**config.mk**
```make
export PLATFORM = sky130hd
export DESIGN_NAME = mptrq_ctrl
export DESIGN_NICKNAME = d
export VERILOG_FILES = /design/src/multi_priority_task_ring_queue_macros.svh /design/src/mptrq_pkg.sv /design/src/mptrq_ctrl.sv
export SDC_FILE = /design/constraint.sdc
export NUM_CORES = 1
export LEC_CHECK = 0
export ABC_AREA = 1
export BUFFER_PORTS_ARGS = -buffer_cell sky130_fd_sc_hd__buf_2
export CORE_AREA = 10 10 47 49
export CTS_BUF_LIST = sky130_fd_sc_hd__clkbuf_16
export DETAILED_ROUTE_END_ITERATION = 10
export DIE_AREA = 0 0 57 59
export HOLD_SLACK_MARGIN = 0.02
export PLACE_DENSITY = 0.39
export RECOVER_POWER = 25
export SLEW_MARGIN = 20
export SYNTH_ARGS = -nofsm -noshare
export SYNTH_HDL_FRONTEND = slang
export SYNTH_SLANG_ARGS = --single-unit
```
**constraint.sdc**
```tcl
create_clock -name clk -period 3.04 [get_ports clk]
set_clock_uncertainty 0.15 [all_clocks]
set_input_delay 0.152 -clock clk [delete_from_list [all_inputs] [get_ports clk]]
set_output_delay 0.152 -clock clk [all_outputs]
set_load 0.05 [all_outputs]
```
**src/multi_priority_task_ring_queue_macros.svh**
```systemverilog
// ----------------------------------------------------------------------------
// Assertion macros for the priority task ring queue
// Implication checks that compile to nothing when SYNTHESIS is set.
// ----------------------------------------------------------------------------
`ifndef MULTI_PRIORITY_TASK_RING_QUEUE_MACROS_SVH
`define MULTI_PRIORITY_TASK_RING_QUEUE_MACROS_SVH

`ifndef SYNTHESIS
// same-cycle implication
`define MPTRQ_ASSERT_IMP(label, clk, rst, a, b) \
  label: assert property (@(posedge clk) disable iff (rst) (a) |-> (b)) \
    else $error("mptrq assertion failed");
// next-cycle implication
`define MPTRQ_ASSERT_NXT(label, clk, rst, a, b) \
  label: assert property (@(posedge clk) disable iff (rst) (a) |=> (b)) \
    else $error("mptrq assertion failed");
`else
`define MPTRQ_ASSERT_IMP(label, clk, rst, a, b)
`define MPTRQ_ASSERT_NXT(label, clk, rst, a, b)
`endif

`endif

```
**src/mptrq_pkg.sv**
```systemverilog
// ----------------------------------------------------------------------------
// mptrq_pkg
// Sizes, status codes and control structs of the priority task ring queue.
// ----------------------------------------------------------------------------
`timescale 1ns / 1ps

package mptrq_pkg;

  localparam int NUM_LEVELS = 4;
  localparam int DEPTH      = 16;

  localparam int LVL_W   = $clog2(NUM_LEVELS);
  localparam int PTR_W   = $clog2(DEPTH);
  localparam int SLOTS   = NUM_LEVELS * DEPTH;
  localparam int SLOT_W  = $clog2(SLOTS);

  localparam int PRIO_W  = 2;
  localparam int ADDR_W  = 48;
  localparam int ARG_W   = 64;
  localparam int DESC_W  = 2 * ADDR_W + 2 * ARG_W;
  localparam int FIELD_W = PRIO_W + DESC_W;
  localparam int TDATA_W = ((FIELD_W + 7) / 8) * 8;
  localparam int STAT_W  = 2;

  localparam logic [STAT_W-1:0] ST_ENQUEUED = 2'd0;
  localparam logic [STAT_W-1:0] ST_DROPPED  = 2'd1;
  localparam logic [STAT_W-1:0] ST_DEQUEUED = 2'd2;
  localparam logic [STAT_W-1:0] ST_EMPTY    = 2'd3;

  localparam logic OP_ENQUEUE = 1'b0;
  localparam logic OP_REQUEST = 1'b1;

  // controller to datapath
  typedef struct packed {
    logic capture;  // latch the accepted request
    logic exec;     // update pointers, access the ring memory
    logic load;     // move the result into the output register
  } mptrq_cmd_t;

  // datapath to controller
  typedef struct packed {
    logic out_free; // output register empty or being drained
  } mptrq_stat_t;

endpackage

```
**src/mptrq_ctrl.sv**
```systemverilog
// ----------------------------------------------------------------------------
// mptrq_ctrl
// Sequencer: accept a request, execute it, hand the result to the output.
// ----------------------------------------------------------------------------
`timescale 1ns / 1ps

module mptrq_ctrl (
  input  logic                  clk,
  input  logic                  rst,
  input  logic                  s_tvalid,
  output logic                  s_tready,
  input  mptrq_pkg::mptrq_stat_t stat,
  output mptrq_pkg::mptrq_cmd_t  cmd
);
  import mptrq_pkg::*;

  typedef enum logic [2:0] {
    S_IDLE = 3'b001,
    S_EXEC = 3'b010,
    S_DONE = 3'b100
  } state_t;

  state_t state, state_next;
  logic   accept;

  always_comb begin
    s_tready = (state == S_IDLE) || ((state == S_DONE) && stat.out_free);
  end

  assign accept = s_tvalid && s_tready;

  always_comb begin
    cmd.capture = accept;
    cmd.exec    = (state == S_EXEC);
    cmd.load    = (state == S_DONE) && stat.out_free;
  end

  always_comb begin
    state_next = state;
    unique case (state)
      S_IDLE: begin
        if (accept) state_next = S_EXEC;
      end
      S_EXEC: begin
        state_next = S_DONE;
      end
      S_DONE: begin
        // take the next request in the same cycle the result leaves
        if (accept) state_next = S_EXEC;
        else if (stat.out_free) state_next = S_IDLE;
      end
      default: state_next = S_IDLE;
    endcase
  end

  always_ff @(posedge clk) begin
    if (rst) begin
      state <= S_IDLE;
    end else begin
      state <= state_next;
    end
  end

endmodule

```
==> impl_metrics.csv <==
group,metric,value,unit
finish,layout.nets,45,
setup_path,critPathKind,"register to output pin",
routing,drt_iter0_drc,11,
place,place_ws,1680,ps
routing,ant_nets,0,
timing,setup_viol,0,
setup_path,critPathTopFamily,"flip-flops",
timing,period_share,52.2,%
setup_path,slowest_delay,330,ps
finish,largest_register_ffs,3,
timing,layout_min_cycle_time,1590,ps
setup_path,rr_startpoint,"state[2]$_SDFFE_PP0P_",
timing,hold_ws,36.7,ps
synthesis,synth.net_count,33,
floorplanning,die-width,57,µm
place,dpl_cell_area,239,µm²
finish,reg.largest.list,"state x3",
routing,wl,479,µm
global_route,grt_antenna_before_repair,0,
setup_path,required,2740,ps
setup_path,cpMaxStageDelayCell,"dfxtp_1",
finish,layout-drive-gt1-share,40.0,%
finish,stdcell_area,328,µm²
cts,cts_made_buffers,3,
routing,drt_pass1_iterations,4,
power_and_ir_drop,power_density,908,mW/mm²
finish,area_delta_synth_final,71.2,%
timing,fmax,0.630,GHz
setup_path,arrival,1290,ps
global_route,overflow,0,
synthesis,synth_largest_area_cell,"dfxtp_1",
floorplanning,core-area,0.00140,mm²
floorplanning,core.rowCount,14,
timing,setup_tns,0,ps
synthesis,syn-cell-area,191,µm²
finish,top_register,"state",
finish,final_util,23.4,%
cts,cts_tree,"yes",
routing,vias_per_cell,3.70,
place,gp_congestion,0.664,
synthesis,yosysWarnings,0,
cts,path_clk_slew,30,ps
setup_path,worst_setup_path_start_kind,"register",
timing,slew_headroom,83.3,%
floorplanning,start_util,13.7,%
synthesis,synth_cell_types,12,
setup_path,worstPathCellList,"nor2_2 -> nand2_2 -> o21ai_2 -> nand2_2 -> inv_1 -> buf_2",
min_path,min_path_cells,3,
setup_path,cp.depth,6,
setup_path,reg2reg_depth,6,
synthesis,synth_top_area_share,31.4,%
setup_path,path_common_cell,"nand2_2",
timing,worst_slew_pin_slew,252,ps
job,maxCapViolCount,0,
finish,diodes,0,
floorplanning,die_h,59,µm
cts,cts_sinks,3,
setup_path,path_buf_inv,2,
power_and_ir_drop,p_leak,0.000182,µW
cts,clock_latency,220,ps
synthesis,avgSynthCellArea,6.60,µm²
place,port_buffers,7,
routing,num_vias,207,
timing,hold_viol,0,
global_route,grt_use_total,3.40,%
setup_path,critPathCaptureType,"output pin",
routing,wl_per_cell,8.55,µm
synthesis,yosysSeqAreaShare,31.4,%
synthesis,postSynthCellCount,29,
timing,slew_viol_final,0,
timing,rsz0062_at_grt,"no",
routing,drc_errors,0,
min_path,hold_class,"input pin to register",
power_and_ir_drop,peakVddDrop,348,µV
floorplanning,die_area,0.00336,mm²
status,outcome,"finished clean",
place,post-dp-hpwl,384,µm
timing,layout_setup_ws,1450,ps
min_path,min-delay-start,"s_tvalid",
cts,htreeDepth,1,
synthesis,synth_seq_cells,3,
setup_path,crit_start,"state[1]$_SDFFE_PP0P_",
cts,cts_buffer_depth,2,
global_route,grt_max_degree,5,
global_route,grt_pass1_vias,204,
setup_path,cp_max_fo,4,
synthesis,synth.area.top_cells,"dfxtp_1 (31%), inv_1 (16%), nand3_1 (10%)",
floorplanning,io_pins,8,
cts,cts-root-buf,"clkbuf_16",
global_route,grt_pass1_wl,828,µm
==> cells in the final DEF, fill, tap and decap left out <==
cell	instances
nand4_1	1
nor2_2	3
nand3_1	4
dlygate4sd3_1	1
nand2_1	3
dfxtp_1	3
nor2_1	1
buf_2	7
o21ai_2	1
nand2_2	2
inv_1	9
o211ai_1	1
clkbuf_16	3
a21oi_1	1
==> power by group <==
part | leakage (µW) | switching [µW] | internal, µW
sequential | 0.0000247 | 2.63 | 42.9
clock | 0.0000423 | 36.2 | 170
combinational | 0.000115 | 32.9 | 13.4
==> worst paths after layout <==
check	slack, ps	end
setup / recovery	1450	cmd[2]
hold / removal	40	state[1]$_SDFFE_PP0P_
setup reg to reg	1920	state[0]$_SDFFE_PP1P_
hold reg to reg	400	state[2]$_SDFFE_PP0P_
==> layer usage <==
metal	wire [µm]	GRT usage (%)
met1	183	2.82
met2	237	4.65
met3	28	1.50
met4	29	6.04
met5	0	0
==> synth_stat cells <==
| library cell | number |
|---|---|
| nand4_1 | 1 |
| inv_1 | 8 |
| nand3_1 | 4 |
| nor2_2 | 3 |
| nand2_1 | 3 |
| a21oi_1 | 1 |
| nand2_2 | 2 |
| dfxtp_1 | 3 |
| o211ai_1 | 1 |
| o21ai_2 | 1 |
| nor2_1 | 1 |
| buf_4 | 1 |
==> cells by family (layout without fill, tap and decap cells) <==
group | after synthesis | count (layout) | share of synthesized area (%)
AO/OA/AOI/OAI | 3 | 3 | 11.1
flip-flops | 3 | 3 | 31.4
AND/OR/NAND/NOR | 14 | 14 | 37.9
buffers and inverters | 9 | 20 | 19.6
==> per-stage QoR <==
stage	std cells	total power [µW]
after detailed placement	51	92.2
after global routing	56	312
final	56	298
after floorplan	29	83.9
after global placement	51	92.6
after CTS	56	302
==> what timing repair did <==
item | CTS | global route
hold buffers | 1 | 0
resized for setup | 0 | 0
buffers inserted | 0 | 0
endpoints found under the hold margin | 3 | 0
==> area by class of cell <==
type                            instances  area (µm²)
Clock inverter                          1        3.75
Timing Repair Buffer                    8        45.0
Sequential cell                         3        60.1
Clock buffer                            3        75.1
Tap cell                               16        20.0
Fill cell                             169        1070
Multi-Input combinational cell         17        93.8
Inverter                                8        30.0
==> tightest hold or removal path, delay by kind of cell <==
family / cells / cell delay [ps]
buffers and inverters: 1 / 90
and+or+nand+nor: 2 / 130
No activity file was read; power rests on OpenSTA's default activity.
